--- config.mk ---
export PLATFORM = sky130hd
export DESIGN_NAME = mss_window
export DESIGN_NICKNAME = d
export VERILOG_FILES = /design/src/sv/mss_pkg.sv /design/src/sv/mss_window.sv
export SDC_FILE = /design/constraint.sdc
export NUM_CORES = 1
export LEC_CHECK = 0
export CAP_MARGIN = 20
export CORE_MARGIN = 2
export CORE_UTILIZATION = 65
export CTS_BUF_LIST = sky130_fd_sc_hd__clkbuf_4 sky130_fd_sc_hd__clkbuf_8
export CTS_CLUSTER_SIZE = 16
export DETAILED_ROUTE_END_ITERATION = 10
export DONT_BUFFER_PORTS = 1
export PLACE_DENSITY = 0.87
export SKIP_LAST_GASP = 1
export SYNTH_ARGS = -nofsm -noshare
export SYNTH_HDL_FRONTEND = slang
export SYNTH_SLANG_ARGS = --single-unit
--- constraint.sdc ---
create_clock -name clk -period 19.8 [get_ports clk]
set_input_delay 2.97 -clock clk [delete_from_list [all_inputs] [get_ports clk]]
set_output_delay 2.97 -clock clk [all_outputs]
set_load 0.01 [all_outputs]
--- src/sv/mss_pkg.sv ---
// Shared types, sizes and constant functions for the MinHash shingle signature unit.
// Used by mss_window, mss_cell and minhash_shingle_signature_unit; no dependencies.
`default_nettype none

package mss_pkg;

    localparam int SHINGLE_LEN = 3;
    localparam int NUM_HASHES  = 64;

    // Count of held bytes, 0 .. SHINGLE_LEN; also selects the power 31^L.
    localparam int CNT_W = $clog2(SHINGLE_LEN + 1);
    // Signature words still to be delivered, 0 .. NUM_HASHES.
    localparam int REM_W = $clog2(NUM_HASHES + 1);

    localparam int HASH_W  = 64;
    localparam int INDEX_W = 6;

    typedef struct packed {
        logic              fold;   // fold value into every running minimum
        logic              last;   // end of text: capture the signature
        logic [CNT_W-1:0]  power;  // shingle length L, hash uses 31^L
        logic [HASH_W-1:0] value;  // window hash W
    } fold_t;

    function automatic logic [HASH_W-1:0] pow31(input int l);
        logic [HASH_W-1:0] p;
        p = 64'd1;
        for (int k = 0; k < l; k++)
        begin
            p = p * 64'd31;
        end
        return p;
    endfunction

    // seed(i) * 31^l modulo 2^64, with seed(i) = 17*i + 31.
    function automatic logic [HASH_W-1:0] seed_power(input int i, input int l);
        logic [HASH_W-1:0] seed;
        seed = 64'(i * 17 + 31);
        return seed * pow31(l);
    endfunction

endpackage

`default_nettype wire

--- src/sv/mss_window.sv ---
// Byte window and rolling base-31 hash for the MinHash shingle signature unit.
// Depends on mss_pkg for sizes, the fold_t word and pow31.
`default_nettype none

module mss_window (
    input  wire logic                  clk,
    input  wire logic                  rst_n,
    input  wire logic                  accept,
    input  wire logic [7:0]            text_byte,
    input  wire logic                  has_byte,
    input  wire logic                  end_of_text,
    input  wire logic                  byte_signed,
    output mss_pkg::fold_t             fold_next
);

    localparam logic [mss_pkg::HASH_W-1:0] POW31_K = mss_pkg::pow31(mss_pkg::SHINGLE_LEN);
    localparam logic [mss_pkg::CNT_W-1:0]  CNT_FULL = mss_pkg::CNT_W'(mss_pkg::SHINGLE_LEN);

    logic [7:0] win_reg [0:mss_pkg::SHINGLE_LEN-1];
    logic [7:0] win_next [0:mss_pkg::SHINGLE_LEN-1];

    // The hash is kept as two parts: the bytes taken unsigned, and the weighted
    // sum of their sign bits, so a change of byte_signed between bytes is exact.
    logic [mss_pkg::HASH_W-1:0] u_reg, u_next;
    logic [mss_pkg::HASH_W-1:0] s_reg, s_next;
    logic [mss_pkg::CNT_W-1:0]  cnt_reg, cnt_next;

    logic                       full;
    logic [mss_pkg::HASH_W-1:0] u_shift, s_shift, u_new, s_new, u_drop, s_drop;
    logic [mss_pkg::CNT_W-1:0]  cnt_new;

    always_comb
    begin
        full    = (cnt_reg == CNT_FULL);
        u_shift = (u_reg << 5) - u_reg;
        s_shift = (s_reg << 5) - s_reg;
        u_drop  = full ? ({56'd0, win_reg[0]} * POW31_K) : '0;
        s_drop  = (full && win_reg[0][7]) ? POW31_K : '0;

        if (has_byte)
        begin
            u_new   = u_shift - u_drop + {56'd0, text_byte};
            s_new   = s_shift - s_drop + {63'd0, text_byte[7]};
            cnt_new = full ? cnt_reg : cnt_reg + mss_pkg::CNT_W'(1);
        end
        else
        begin
            u_new   = u_reg;
            s_new   = s_reg;
            cnt_new = cnt_reg;
        end

        fold_next.fold  = (has_byte && cnt_new == CNT_FULL) ||
                          (end_of_text && cnt_new != CNT_FULL);
        fold_next.last  = end_of_text;
        fold_next.power = cnt_new;
        fold_next.value = u_new - (byte_signed ? (s_new << 8) : '0);

        for (int j = 0; j < mss_pkg::SHINGLE_LEN - 1; j++)
        begin
            win_next[j] = win_reg[j + 1];
        end
        win_next[mss_pkg::SHINGLE_LEN-1] = text_byte;

        if (end_of_text)
        begin
            u_next   = '0;
            s_next   = '0;
            cnt_next = '0;
        end
        else
        begin
            u_next   = u_new;
            s_next   = s_new;
            cnt_next = cnt_new;
        end
    end

    always_ff @(posedge clk or negedge rst_n)
    begin
        if (!rst_n)
        begin
            u_reg   <= '0;
            s_reg   <= '0;
            cnt_reg <= '0;
        end
        else if (accept)
        begin
            u_reg   <= u_next;
            s_reg   <= s_next;
            cnt_reg <= cnt_next;
        end
    end

    // Only bytes already written are ever read, so the window has no reset.
    always_ff @(posedge clk)
    begin
        if (accept && has_byte)
        begin
            win_reg <= win_next;
        end
    end

endmodule

`default_nettype wire

Word level (Yosys, flattened, before mapping). Cells that the tools add are included.

Add/subtract/negate cells: 8. Multipliers: 1. Equality and inequality tests: 3. Multiplexer cells: 10. Reductions and logical operators: 7.

Operator list (number): $mux 64 (5); $sub 64x64->64 (3); $add 64x1->64 (1); $add 64x8->64 (1); $sub 64x15->64 (1); $sub 64x23->64 (1); $mul 8x15->23 const B (1); $mux 23 (1); $mux 15 (1); $mux 2 (3); $eq 2x2->1 const B (2); $logic_and 1x1->1 (4); $add 2x1->2 const B (1); $ne 2x2->1 const B (1); $reduce_and 2->1 (1); $reduce_bool 2->1 (1); $logic_or 1x1->1 (1).

Register bits after elaboration: 154. Input bits: 14. Output and inout bits: 68. Word-level logic and storage cells: 36.

Logic depth before layout (Yosys ltp).
Depth after elaboration: 8. Depth in mapped cells: 49. Depth with buffers taken out: 47.

Least setup slack after synthesis. Ideal clock, no wire load.

Path type: register to output. Start: register win_reg[22] in the netlist's numbering. End: output fold_next[60] in the netlist's numbering. Arrival time: 9.607 ns. Required time: 16.830 ns. Setup slack: 7.223 ns. Cell stages (with the launch flop): 44. Cell sequence: edfxtp_1 fa_1 inv_1 fa_1 inv_1 fa_1 inv_1 fa_1 inv_1 ha_1 a21oi_1 o21bai_1 a21oi_1 o21ai_0 a221oi_1 nand2b_1 a211oi_1 nor3_1 [... 8 more ...] o22ai_1 nor2_1 or2_2 o21ai_0 xor2_1 mux2_2 ha_1 clkbuf_1 a21oi_1 o21ai_0 a21oi_1 nor3b_1 a211oi_1 a21oi_1 o2111ai_1 nand4b_1 a311o_1 o211ai_1.

RTL lines: start, declared (line mss_window.sv:19) `logic [7:0] win_reg [0:mss_pkg::SHINGLE_LEN-1];`; start signal, assigned (line mss_window.sv:100) `win_reg <= win_next;`; end, declared (line mss_window.sv:13) `output mss_pkg::fold_t fold_next`.

==> impl_metrics.yaml <==
synth:
  async_flop_share_pct: 83.56
  yosys.area_share.simple_pct: 13.49
  synth-edff-count: 24
  syn_avg_cell_area_sq_um: 7.885
  synth_fp_nets: 3291
  synth_top_family_by_area: "adder cells"
  synth_cell_types: 90
  netlist_instances: 2832
  synth.area.mux_share_pct: 2.286
  ys.warnings.count: 0
  synth_top_cells_by_count: "inv_1, ha_1, nand2_1"
  synth.top_cells.by_area: "ha_1, dfrtp_1, inv_1"
  synth_area_sq_um: 22330
  ys_ff_latch: 146
  synth.most_common_cell: "inv_1"
  yosys.area.top_type: "ha_1"
  synth_top_flop_cell: "dfrtp_1"
  synth-xor-area-share_pct: 6.769
  synth_compound_area_share_pct: 24.08
  synth.top_cell.area_share_pct: 21.29
  yosysSeqAreaShare_pct: 16.90
  synthAdderAreaFrac_pct: 27.12
floorplanning:
  coreArea_sq_um: 33700
  dieArea_sq_um: 35850
  die_w_um: 189.3
  io_pins: 82
  start_util_pct: 66.26
  rows: 67
  die_h_um: 189.3
critical_path:
  worst-setup-path-type: "reg2out"
  reg2reg_to: "u_reg[62]"
  critPathMostFrequentCell: "inv_1"
  startpoint_type: "register"
  crit_path_end_kind: "primary output"
  crit_start: "win_reg[21]"
  crit_arrival_ns: 11.64
  r2r.worst_path.cells: 32
  crit_slowest_cell: "fa_1"
  reg2reg_from: "win_reg[21]"
  required_ns: 16.83
  crit_fanout: 7
  max_stage_delay_ns: 0.68
  crit_end: "fold_next[44]"
  rrSetupSlack_ns: 10.71
clocking:
  cts.path.max_buffers: 2
  insertion_delay_ns: 0.51
  tritoncts: "done"
  cts.clk_slew.worst_paths_ns: 0.11
  ctsHoldBuffers: 0
  h-tree-depth: 4
  cts-root-buf: "clkbuf_8"
  cts_resized: 0
  numCtsBuffers: 17
  cts.sinks: 146
  cts_setup_buffers: 0
route:
  drtIter0Drc: 1680
  via_count: 20430
  firstDrtPassIters: 6
  wl_mm: 63.80
  viasPerCell: 6.368
  drt-wirelength-per-cell_um: 19.89
  route.detailed.drc: 0
  final_antenna_net_count: 0
placed_design:
  pre_cts_ws_ns: 5.988
  io_buffers: 0
  dp_hpwl_mm: 50.39
  place_area_sq_um: 22480
  routabilityCongestion: 0.9886
cells_and_area:
  n_fill_cell: 2753
  finalInstanceArea_sq_um: 22900
  drive_above_1_share_pct: 3.804
  multi_input_area_sq_um: 16490
  regArea_sq_um: 3774
  largest_reg_flops: 64
  nets: 3206
  antenna_cells: 0
  area_growth_pct: 2.578
sta:
  fin_crit_ns: 14.61
  max_freq_mhz: 68.45
  clock-skew-final_ns: 0.02266
  period_share_pct: 73.78
  tightest_slew_ns: 1.024
  rsz0062_at_grt: "false"
  drv_slew: 0
  finalSetupTns_ns: 0
  relSlewSlack_pct: 31.71
  timing.final.ws_setup_ns: 5.191
  finalHoldViolations: 0
  setup_viol: 0
grt:
  grt_pass1_vias: 20420
  antenna_found_initial: 0
  top_usage_layer: "met2"
  grt_util_met3_pct: 7.600
  use_met2_pct: 62.48
  grt_max_degree: 193
  use_met1_pct: 40.24
  grtUsageTotal_pct: 35.85
  grt_first_pass_wirelength_mm: 102.9
  overflow: 0
hold_path:
  hold_path_class: "reg2reg"
  hold_path_startpoint: "win_next[16]"
job:
  max-cap-violations: 0
status:
  outcome: "complete, no violations"
==> per-layer routing <==
metal / vias to the layer above / wire, um
met5: - / 0
met4: 0 / 4092
met3: 254 / 4699
met2: 811 / 30790
met1: 9690 / 24230
li1: 9672 / -
==> layout make-up <==
cell class                 instances  area share (%)
inverter                         433           7.096
timing repair buffer               5          0.1967
sequential                       146           16.48
clock inverter                    15          0.7484
multi-input combinational       2144           72.01
clock buffer                      17           1.022
tap                              448           2.447
==> through the flow <==
step / hold slack [ns] / util [%] / instances
4_1_cts: 0.4235 / 67.92 / 3207
3_5_place_dp: 0.4061 / 66.72 / 3175
6_report: 0.4203 / 67.97 / 3208
2_1_floorplan: 0.4003 / - / 2832
3_3_place_gp: 0.4028 / 66.72 / 3175
5_1_grt: 0.4424 / 67.97 / 3208
==> how the worst min path moves through the flow <==
stage / to / slack [ns] / depth (start not counted)
3_5_place_dp: win_reg[16] / 0.41 / 0
6_report: win_reg[16] / 0.42 / 0
3_3_place_gp: win_next[23] / 0.40 / 0
2_1_floorplan: win_next[16] / 0.40 / 0
5_1_grt: win_reg[16] / 0.44 / 0
4_1_cts: win_reg[16] / 0.42 / 0
==> cells in the final DEF, fill, tap and decap left out, types with 65 or more instances in the layout <==
| master | n |
|---|---|
| a21o_1 | 103 |
| a21oi_1 | 222 |
| dfrtp_1 | 122 |
| fa_1 | 65 |
| ha_1 | 380 |
| inv_1 | 432 |
| nand2_1 | 306 |
| nor2_1 | 126 |
| o21ai_0 | 188 |
| xnor2_1 | 108 |
==> logic make-up after synthesis <==
| family | count (synthesis) |
|---|---|
| fa+ha+maj | 445 |
| simple gates | 660 |
| flops | 146 |
| mux | 47 |
| compound gates | 821 |
| xor+xnor | 171 |
| buf+inv | 542 |
==> worst max-delay path, delay by kind of cell, from the launching register on <==
family | cells | cell delay, ns
buffers and inverters | 6 | 0.38
muxes | 1 | 0.30
AOI/OAI and AO/OA | 10 | 2.81
DFF | 1 | 0.54
adders and majority gates | 9 | 4.03
xor gates and xnor gates | 3 | 0.76
and+or+nand+nor | 12 | 2.32
Power is not shown: default switching activity piles up to over one toggle a cycle in this logic, so the estimate is an artifact.
