<file path="config.mk">
export PLATFORM = sky130hd
export DESIGN_NAME = mss_cell
export DESIGN_NICKNAME = d
export VERILOG_FILES = /design/src/sv/mss_pkg.sv /design/src/sv/mss_cell.sv
export SDC_FILE = /design/constraint.sdc
export NUM_CORES = 1
export LEC_CHECK = 0
export BUFFER_PORTS_ARGS = -buffer_cell sky130_fd_sc_hd__buf_2
export CAP_MARGIN = 30
export CORE_ASPECT_RATIO = 0.9
export CORE_MARGIN = 3
export CORE_UTILIZATION = 40
export CTS_CLUSTER_SIZE = 16
export DETAILED_ROUTE_END_ITERATION = 10
export PLACE_DENSITY_LB_ADDON = 0.2
export SYNTH_ARGS = -nofsm -noshare
export SYNTH_HDL_FRONTEND = slang
export SYNTH_SLANG_ARGS = --single-unit
</file>
<file path="constraint.sdc">
create_clock -name clk -period 5 [get_ports clk]
set_input_delay 0 -clock clk [delete_from_list [all_inputs] [get_ports clk]]
set_output_delay 0 -clock clk [all_outputs]
set_load 0.02 [all_outputs]
</file>
<file path="src/sv/mss_pkg.sv">
// Shared types, sizes and constant functions for the MinHash shingle signature unit.
// Used by mss_window, mss_cell and minhash_shingle_signature_unit; no dependencies.
`default_nettype none

package mss_pkg;

    localparam int SHINGLE_LEN = 3;
    localparam int NUM_HASHES  = 64;

    // Count of held bytes, 0 .. SHINGLE_LEN; also selects the power 31^L.
    localparam int CNT_W = $clog2(SHINGLE_LEN + 1);
    // Signature words still to be delivered, 0 .. NUM_HASHES.
    localparam int REM_W = $clog2(NUM_HASHES + 1);

    localparam int HASH_W  = 64;
    localparam int INDEX_W = 6;

    typedef struct packed {
        logic              fold;   // fold value into every running minimum
        logic              last;   // end of text: capture the signature
        logic [CNT_W-1:0]  power;  // shingle length L, hash uses 31^L
        logic [HASH_W-1:0] value;  // window hash W
    } fold_t;

    function automatic logic [HASH_W-1:0] pow31(input int l);
        logic [HASH_W-1:0] p;
        p = 64'd1;
        for (int k = 0; k < l; k++)
        begin
            p = p * 64'd31;
        end
        return p;
    endfunction

    // seed(i) * 31^l modulo 2^64, with seed(i) = 17*i + 31.
    function automatic logic [HASH_W-1:0] seed_power(input int i, input int l);
        logic [HASH_W-1:0] seed;
        seed = 64'(i * 17 + 31);
        return seed * pow31(l);
    endfunction

endpackage

`default_nettype wire

</file>
<file path="src/sv/mss_cell.sv">
// One cell of the signature row: a running minimum for one hash function and
// one stage of the output shift chain. Depends on mss_pkg for fold_t.
`default_nettype none

module mss_cell (
    input  wire logic                       clk,
    input  wire logic                       rst_n,
    input  wire mss_pkg::fold_t             fold_in,
    input  wire logic [mss_pkg::HASH_W-1:0] offset,
    input  wire logic                       shift_en,
    input  wire logic [mss_pkg::HASH_W-1:0] chain_in,
    output logic      [mss_pkg::HASH_W-1:0] chain_out
);

    logic [mss_pkg::HASH_W-1:0] min_reg, min_next;
    logic [mss_pkg::HASH_W-1:0] out_reg, out_next;
    logic [mss_pkg::HASH_W-1:0] h, folded;

    always_comb
    begin
        h      = offset + fold_in.value;
        folded = (fold_in.fold && h < min_reg) ? h : min_reg;

        // At end of text the final minimum moves into the chain and the
        // minimum starts over for the next text.
        min_next = fold_in.last ? '1 : folded;

        if (fold_in.last)
        begin
            out_next = folded;
        end
        else if (shift_en)
        begin
            out_next = chain_in;
        end
        else
        begin
            out_next = out_reg;
        end
    end

    always_ff @(posedge clk or negedge rst_n)
    begin
        if (!rst_n)
        begin
            min_reg <= '1;
        end
        else
        begin
            min_reg <= min_next;
        end
    end

    always_ff @(posedge clk)
    begin
        out_reg <= out_next;
    end

    assign chain_out = out_reg;

endmodule

`default_nettype wire

</file>
Word level (Yosys, flattened, before mapping)

Cells that the tools add are included.

$add $sub $neg: 1
Reductions and logical operators: 2
Muxes and demuxes: 4
$lt $le $gt $ge: 1

Operator list:

| operator          | count |
|---|---|
| $mux 64           | 4 |
| $add 64x64->64    | 1 |
| $lt 64x64->1      | 1 |
| $reduce_bool 2->1 | 1 |
| $logic_and 1x1->1 | 1 |

Input port bits: 199
Bits in registers: 128
Output and inout port bits: 64
Word-level logic and storage cells: 10

Longest topological paths before layout

Gate-level depths: netlist of run 1.

Word-level depth: 5
Gate-level depth with buffers: 23

Worst setup path after synthesis of run 1

No wires, ideal clock.

Path type: input -> register
From: input port offset[0] (netlist bit)
To: register out_reg (netlist bit chain_out[22]) (data pin)
Arrival time: 4.538 ns
Setup slack: 0.207 ns
Setup time: 0.254 ns
Cell stages on the path: 22
Data required time: 4.746 ns
Buffers on the path: 3
Cell sequence: ha_1 -> fa_1 -> a21o_1 -> a221oi_2 -> o32ai_4 -> a31oi_4 -> o21bai_2 -> a311oi_4 -> o2111ai_2 -> a21oi_1 -> nor2_1 -> ha_1 -> nand4_1 -> nor4_1 -> and3_1 -> o21ai_0 -> nand3_1 -> clkbuf_1 -> clkbuf_1 -> clkbuf_1 -> o211ai_1 -> o21a_1

Cells in the longest elaborated chain, start to end: 5

RTL lines:

| item                   | RTL line       | text |
|---|---|---|
| from (decl)            | mss_cell.sv:9  | `input wire logic [mss_pkg::HASH_W-1:0] offset,` |
| $add 64x64->64 *       | mss_cell.sv:21 | `h = offset + fold_in.value;` |
| $lt 64x64->1           | mss_cell.sv:22 | `folded = (fold_in.fold && h < min_reg) ? h : min_reg;` |
| $logic_and 1x1->1      | mss_cell.sv:22 |  |
| $mux 64 *              | mss_cell.sv:22 |  |
| $mux 64 *              | mss_cell.sv:28 | `if (fold_in.last)` |
| net out_next (one bit) | mss_cell.sv:16 | `logic [mss_pkg::HASH_W-1:0] out_reg, out_next;` |
| to (signal assigned)   | mss_cell.sv:56 | `out_reg <= out_next;` |
| to (decl)              | mss_cell.sv:16 |  |

The timed path passes the listed nets; every way through them passes the cells marked *.
A chain may end at the register's enable or synchronous reset.

Worst setup path in the final report of run 1

From: input port offset[0] (netlist bit)
To: register out_reg (netlist bit chain_out[23]) (data pin)

Same word-level chain as after synthesis.

==> impl_metrics.env, run 1 <==
export IMPL_outcome="finished clean"
export IMPL_ys_warn_count=0
export IMPL_fillCellCount=2549
export IMPL_clkSinkCount=128
export IMPL_p_leak_nw=7.653
export IMPL_num_antenna_cells=0
export IMPL_finalHoldViolations=0
export IMPL_wl_mm=37.77
export IMPL_ys_seq_area_frac=0.3229
export IMPL_yosysUniqueCellTypes=82
export IMPL_hp_class="input pin to flip-flop"
export IMPL_drv_slew=0
export IMPL_grt_pass1_vias=11171
export IMPL_start_kind="input pin"
export IMPL_grt_pass1_wl_mm=58.83
export IMPL_fp_row_count=57
export IMPL_io_pins=263
export IMPL_end_kind="flip-flop"
export IMPL_insertion_delay_ps=430
export IMPL_synth_avg_cell_area_um2=8.636
export IMPL_place_gp_congestion=0.9632
export IMPL_cts_tree="done"
export IMPL_finalSetupViolations=0
export IMPL_multi_input_area_um2=7033
export IMPL_fp_coreArea_um2=27240
export IMPL_synth_ff_type="edfxtp_1"
export IMPL_final_setup_tns_ps=0
export IMPL_fmaxAchievable_mhz=210.0
export IMPL_drive_above_1_share=0.3132
export IMPL_tightestPinTransition_ps=1158
export IMPL_place_inst=1999
export IMPL_viasPerCell=5.382
export IMPL_regArea_um2=3603
export IMPL_initial_core_util=0.4096
export IMPL_crit_fanout=10
export IMPL_drc=0
export IMPL_synthesis_area_um2=11160
export IMPL_syn_nets=1618
export IMPL_dr_pass1_iters=5
export IMPL_ys_ff_latch=128
export IMPL_synth_edf_count=64
export IMPL_grt_overflow=0
export IMPL_cts_clk_slew_worst_paths_ps=60
export IMPL_fin_nets=2053
export IMPL_ctsHtreeMaxLevel=4
export IMPL_fp_dieArea_um2=29940
export IMPL_ant_nets=0
export IMPL_min_period_ps=4763
export IMPL_timing_max_cap_violations=0
export IMPL_peakVddDrop_mv=0.2317
export IMPL_die_y_um=164.5
export IMPL_vias=11269
export IMPL_cts_buffers=17
export IMPL_io_buffers=260
export IMPL_worst_endpoint_arrival_ps=4920
export IMPL_antenna_found_initial=0
export IMPL_slew_headroom=0.2181
export IMPL_criticalPathCategory="input pin to flip-flop"
export IMPL_post_cts_setup_buffers=0
export IMPL_fin_skew_ps=8.517
export IMPL_final_cell_count_no_fill=2094
export IMPL_grt_usage=0.2469
export IMPL_holdWs_ps=38.33
export IMPL_cts_root_buf="clkbuf_16"
export IMPL_fin_crit_sh=0.9525
export IMPL_ys_async_sr_fraction=0.5000
export IMPL_grt_max_degree=65
export IMPL_hpwl_mm=29.44
export IMPL_area_delta_synth_final_pct=36.96
export IMPL_drt_iter0_drc=783
export IMPL_clk_path_buf_depth=2
export IMPL_syn_inst=1292
export IMPL_required_ps=5150
export IMPL_powerDensity_nw_per_um2=321.9
export IMPL_fp_dieW_um=182.1
export IMPL_routedWlPerCell_um=18.03
-- worst paths after layout --
| check | slack (ps) | cells after the start | end | start |
|---|---|---|---|---|
| max in group asynchronous | 4450 | 4 | min_reg[59]$_DFF_PN1_ | rst_n |
| min reg2reg | 520 | 2 | min_reg[49]$_DFF_PN1_ | min_reg[49]$_DFF_PN1_ |
| min | 40 | 3 | chain_out[41]$_DFFE_PP_ | chain_in[41] |
| max reg2reg | 1650 | 14 | chain_out[30]$_DFFE_PP_ | min_reg[11]$_DFF_PN1_ |
| min in group asynchronous | 480 | 4 | min_reg[17]$_DFF_PN1_ | rst_n |
| max | 240 | 23 | chain_out[23]$_DFFE_PP_ | offset[0] |
-- Yosys cell counts (6+ instances only) --
| cell type | instances | area share |
|---|---|---|
| nand4_1 | 29 | 0.016 |
| o21ai_1 | 19 | 0.0085 |
| edfxtp_1 | 64 | 0.17 |
| o211ai_1 | 9 | 0.0061 |
| o21bai_1 | 12 | 0.0081 |
| dfstp_2 | 64 | 0.15 |
| o2111ai_1 | 6 | 0.0047 |
| a221oi_1 | 6 | 0.0047 |
| inv_1 | 93 | 0.031 |
| nand2_1 | 129 | 0.043 |
| xor2_1 | 24 | 0.019 |
| nor2_1 | 113 | 0.038 |
| nand2b_1 | 6 | 0.0034 |
| a21o_1 | 48 | 0.032 |
| mux2i_1 | 45 | 0.040 |
| a211o_1 | 8 | 0.0063 |
| xnor2_1 | 30 | 0.024 |
| nor3_1 | 23 | 0.010 |
| nand3_1 | 26 | 0.012 |
| and3_1 | 19 | 0.011 |
| or3_1 | 7 | 0.0039 |
| nor2b_1 | 8 | 0.0045 |
| ha_1 | 126 | 0.14 |
| o21ai_0 | 44 | 0.020 |
| a211oi_1 | 11 | 0.0074 |
| nor4_1 | 6 | 0.0034 |
| a21oi_1 | 146 | 0.065 |
| a31oi_1 | 12 | 0.0067 |
| clkbuf_1 | 53 | 0.018 |
| o21a_1 | 10 | 0.0067 |
-- power by group --
part           switching (mW)  leakage [nW]  internal (mW)
combinational            1.17          6.04          0.925
clock                   0.546         0.310          0.846
sequential             0.0721          1.30           1.36
total                    1.79          7.65           3.13
-- through the flow --
step	util	power (mW)	instance area, um2	setup WS, ps
floorplan	-	2.644	11160	207.2
global placement	0.5111	3.444	13920	-198.0
detailed placement	0.5121	3.467	13950	-301.4
CTS	0.5577	4.916	15190	135.1
global route	0.5609	5.218	15280	-20.83
finish	0.5609	4.919	15280	237.5
-- cell usage in the layout, fill, tap and decap left out, drive strengths merged, types with 7 or more instances in the layout --
cell type and n:
nor2 113, o2111ai 7, buf 412, a211o 8
o21a 10, nor2b 8, inv 102, o211ai 9
or3 7, o21ai 64, a21oi 146, a31oi 15
nand3 26, dlygate4sd3 62, a211oi 11, ha 126
a21o 48, xnor2 30, mux2i 45, xor2 24
dfstp 64, nand4 30, o21bai 13, a221oi 7
clkbuf 18, edfxtp 64, nor3 23, nand2 129
and3 19
-- final cells by class --
| cell class | instances | share of cell area |
|---|---|---|
| Sequential cell | 128 | 0.2358 |
| Inverter | 97 | 0.02383 |
| Clock buffer | 18 | 0.02808 |
| Clock inverter | 14 | 0.01335 |
| Multi-Input combinational cell | 1009 | 0.4602 |
| Timing Repair Buffer | 474 | 0.2098 |
| Tap cell | 354 | 0.02898 |
-- repair_timing --
item / CTS / global route
setup endpoints to repair: 0 / 75
hold buffers: 61 / 1
resized for setup: 0 / 10
hold endpoints to repair: 61 / 6
-- cells by family after synthesis --
family | after synthesis | share of synthesized area
multiplexers | 49 | 0.04440
AO/OA/AOI/OAI | 381 | 0.2264
AND/OR/NAND/NOR | 398 | 0.1682
XOR/XNOR | 54 | 0.04239
flip-flops | 128 | 0.3229
buffers and inverters | 155 | 0.05259
adder cells (fa/ha/maj) | 127 | 0.1431
-- per-layer routing --
layer  GRT usage  wire (um)  vias up
met4     0.07338        835        0
met5           0          0        -
met1      0.3472      17590     5241
li1            -          -     5585
met2      0.3959      17060      393
met3     0.03634       2281       50
-- critical path, cell delays in order --
cell	delay (ps)
buf_2	100
ha_1	220
fa_1	440
a21o_1	210
a221oi_2	210
buf_4	160
o32ai_4	120
a31oi_4	280
o21bai_2	140
a311oi_4	400
o2111ai_2	230
a21oi_2	220
nor2_1	80
ha_1	300
nand4_1	210
nor4_4	380
and3_1	200
o21ai_0	130
nand3_4	160
buf_4	170
buf_12	150
mux2i_1	300
a21oi_1	110
Note: power is estimated with default switching activity, not from simulation.
==> run 2, diff against run 1 <==
Settings changed: ABC_AREA set to 1, PLACE_DENSITY set to 0.62, PLACE_DENSITY_LB_ADDON 0.2 to not set.
==> run 2 against run 1 <==
  * Worst setup slack better by 800 ps
  * Global-route usage about the same
  * Non-clock buffer count down 139
  * Critical path depth up 3
  * Clock-buffer cell count down 1
  * Critical endpoint is now chain_out[46]$_DFFE_PP_
  * Combinational power down 12%
  * Critical path type unchanged
  * Core utilization down 5.9 points
==> impl_metrics.env, run 2 <==
export IMPL_yosysMostFrequentCell="nand2_1"
export IMPL_grt_overflow=0
export IMPL_critical_path_buf_inv_count=5
export IMPL_insertion_delay_ps=430
export IMPL_max_stage_delay_ps=450
export IMPL_final_setup_tns_ps=0
export IMPL_mostFrequentLayoutCell="nand2_1"
export IMPL_fp_dieW_um=198.6
export IMPL_ant_nets=0
export IMPL_criticalPathCategory="input pin to flip-flop"
export IMPL_dr_pass1_iters=6
export IMPL_crit_family="simple AND/OR/NAND/NOR gates"
export IMPL_grt_max_degree=82
export IMPL_worst_endpoint_arrival_ps=4140
export IMPL_wl_mm=44.59
export IMPL_synth_ff_type="edfxtp_1"
export IMPL_clkSinkCount=128
export IMPL_fin_skew_ps=9.601
export IMPL_outcome="finished clean"
export IMPL_fin_crit_sh=0.7931
export IMPL_timing_final_ws_setup_ps=1035
export IMPL_cts_clk_slew_worst_paths_ps=60
export IMPL_grt_pass1_wl_mm=68.71
export IMPL_cts_tree="done"
export IMPL_drt_iter0_drc=1204
export IMPL_finalHoldViolations=0
export IMPL_crit_fanout=38
export IMPL_grt_pass1_vias=13188
export IMPL_placed_area_um2=15080
export IMPL_viasPerCell=4.857
export IMPL_synthesis_area_um2=13360
export IMPL_ys_async_sr_fraction=0.5000
export IMPL_place_worst_setup_slack_ps=652.3
export IMPL_yosysTopAreaCell="nand2_1"
export IMPL_finalSetupViolations=0
export IMPL_slew_headroom=0.4072
export IMPL_timing_max_cap_violations=0
export IMPL_tightestPinTransition_ps=889.1
export IMPL_regArea_um2=3603
export IMPL_powerDensity_nw_per_um2=266.2
export IMPL_min_period_ps=3965
export IMPL_num_antenna_cells=0
export IMPL_required_ps=5180
export IMPL_multi_input_area_um2=7928
export IMPL_yosysUniqueCellTypes=30
export IMPL_grt_usage=0.2470
export IMPL_area_delta_synth_final_pct=21.85
export IMPL_die_y_um=179.4
export IMPL_ys_warn_count=0
export IMPL_drv_slew=0
export IMPL_rsz0062_at_grt="no"
export IMPL_r2r_cells=16
export IMPL_synth_top_cell_area_share=0.2742
export IMPL_ys_ff_latch=128
export IMPL_ctsHtreeMaxLevel=4
export IMPL_end_kind="flip-flop"
export IMPL_fp_dieArea_um2=35630
export IMPL_fin_nets=2850
export IMPL_fp_row_count=62
export IMPL_cts_buffers=17
export IMPL_drive_above_1_share=0.1506
export IMPL_synth_common_cells="976 x nand2_1, 434 x inv_1, 139 x nand3_1"
export IMPL_hpwl_mm=35.86
export IMPL_peakVddDrop_mv=0.1826
export IMPL_slowest_stage="ha_1"
export IMPL_io_pins=263
export IMPL_synth_avg_cell_area_um2=6.056
export IMPL_initial_core_util=0.4120
export IMPL_drc=0
export IMPL_utilization=0.5020
export IMPL_cts_root_buf="clkbuf_16"
export IMPL_reg2reg_from="min_reg[59]$_DFF_PN1_"
export IMPL_hold_depth=2
export IMPL_place_inst=2856
export IMPL_routedWlPerCell_um=15.10
export IMPL_fillCellCount=3378
export IMPL_cpMostUsedCell="nand2_1"
export IMPL_finalInstanceArea_um2=16280
export IMPL_place_gp_congestion=0.9639
export IMPL_vias=14342
export IMPL_startpoint="offset[43]"
export IMPL_holdWs_ps=45.54
export IMPL_antenna_found_initial=0
export IMPL_syn_nets=2532
export IMPL_synth_edf_count=64
export IMPL_hp_start="shift_en"
export IMPL_cp_depth=26
export IMPL_hp_class="input pin to flip-flop"
export IMPL_final_cell_count_no_fill=2953
export IMPL_fp_coreArea_um2=32430
export IMPL_clk_path_buf_depth=2
export IMPL_syn_inst=2206
export IMPL_synth_area_top_cells="nand2_1 27%, edfxtp_1 14%, dfstp_2 13%, inv_1 12%, ha_1 12%"
export IMPL_final_cell_mix="976 x nand2_1, 433 x inv_1, 260 x buf_2"
export IMPL_p_total_mw=4.333
export IMPL_io_buffers=260
export IMPL_start_kind="input pin"
export IMPL_fmaxAchievable_mhz=252.2
export IMPL_p_leak_nw=9.792
export IMPL_ys_seq_area_frac=0.2697
run 2: what timing repair did:
| action | in CTS | in global routing |
|---|---|---|
| setup buffers | 0 | 0 |
| hold endpoints to repair | 64 | 0 |
| hold buffers | 64 | 0 |
| resized for setup | 0 | 0 |
run 2: per-layer routing:
layer,up-vias,global-route usage,part of all wire
met4,0,0.06265,0.021
met5,-,0,0
met1,6437,0.3722,0.50
met2,446,0.3798,0.42
met3,56,0.02356,0.058
li1,7403,-,-
run 2: final cells by class:
cell class              count  share of cell area
repair buffers            335              0.1259
inverters                 436              0.1006
clock inverters            15            0.006995
well taps                 416             0.03198
multi-input cells        1606              0.4870
flip-flops and latches    128              0.2214
clock buffers              17             0.02613
run 2: power by group:
part	switching, mW	internal, mW	leakage (nW)
clock	0.504	0.636	0.252
combinational	1.21	0.629	8.22
sequential	0.0372	1.31	1.32
total	1.75	2.58	9.79
run 2: final timing paths:
| path | to | slack [ps] |
|---|---|---|
| worst max register to register | chain_out[46]$_DFFE_PP_ | 2080 |
| worst max-delay path | chain_out[46]$_DFFE_PP_ | 1030 |
| worst min register to register | min_reg[0]$_DFF_PN1_ | 560 |
| min in group asynchronous | min_reg[38]$_DFF_PN1_ | 200 |
| max in group asynchronous | min_reg[8]$_DFF_PN1_ | 4720 |
| worst min-delay path | chain_out[45]$_DFFE_PP_ | 50 |
run 2: cells by family (layout without fill, tap and decap cells):
kind of cell / after synthesis / count (layout) / synth area share
and+or+nand+nor: 1326 / 1326 / 0.4052
adders and majority gates: 127 / 127 / 0.1195
AOI/OAI and AO/OA: 121 / 121 / 0.04749
xor gates and xnor gates: 32 / 32 / 0.02098
buffers and inverters: 472 / 803 / 0.1371
DFF: 128 / 128 / 0.2697
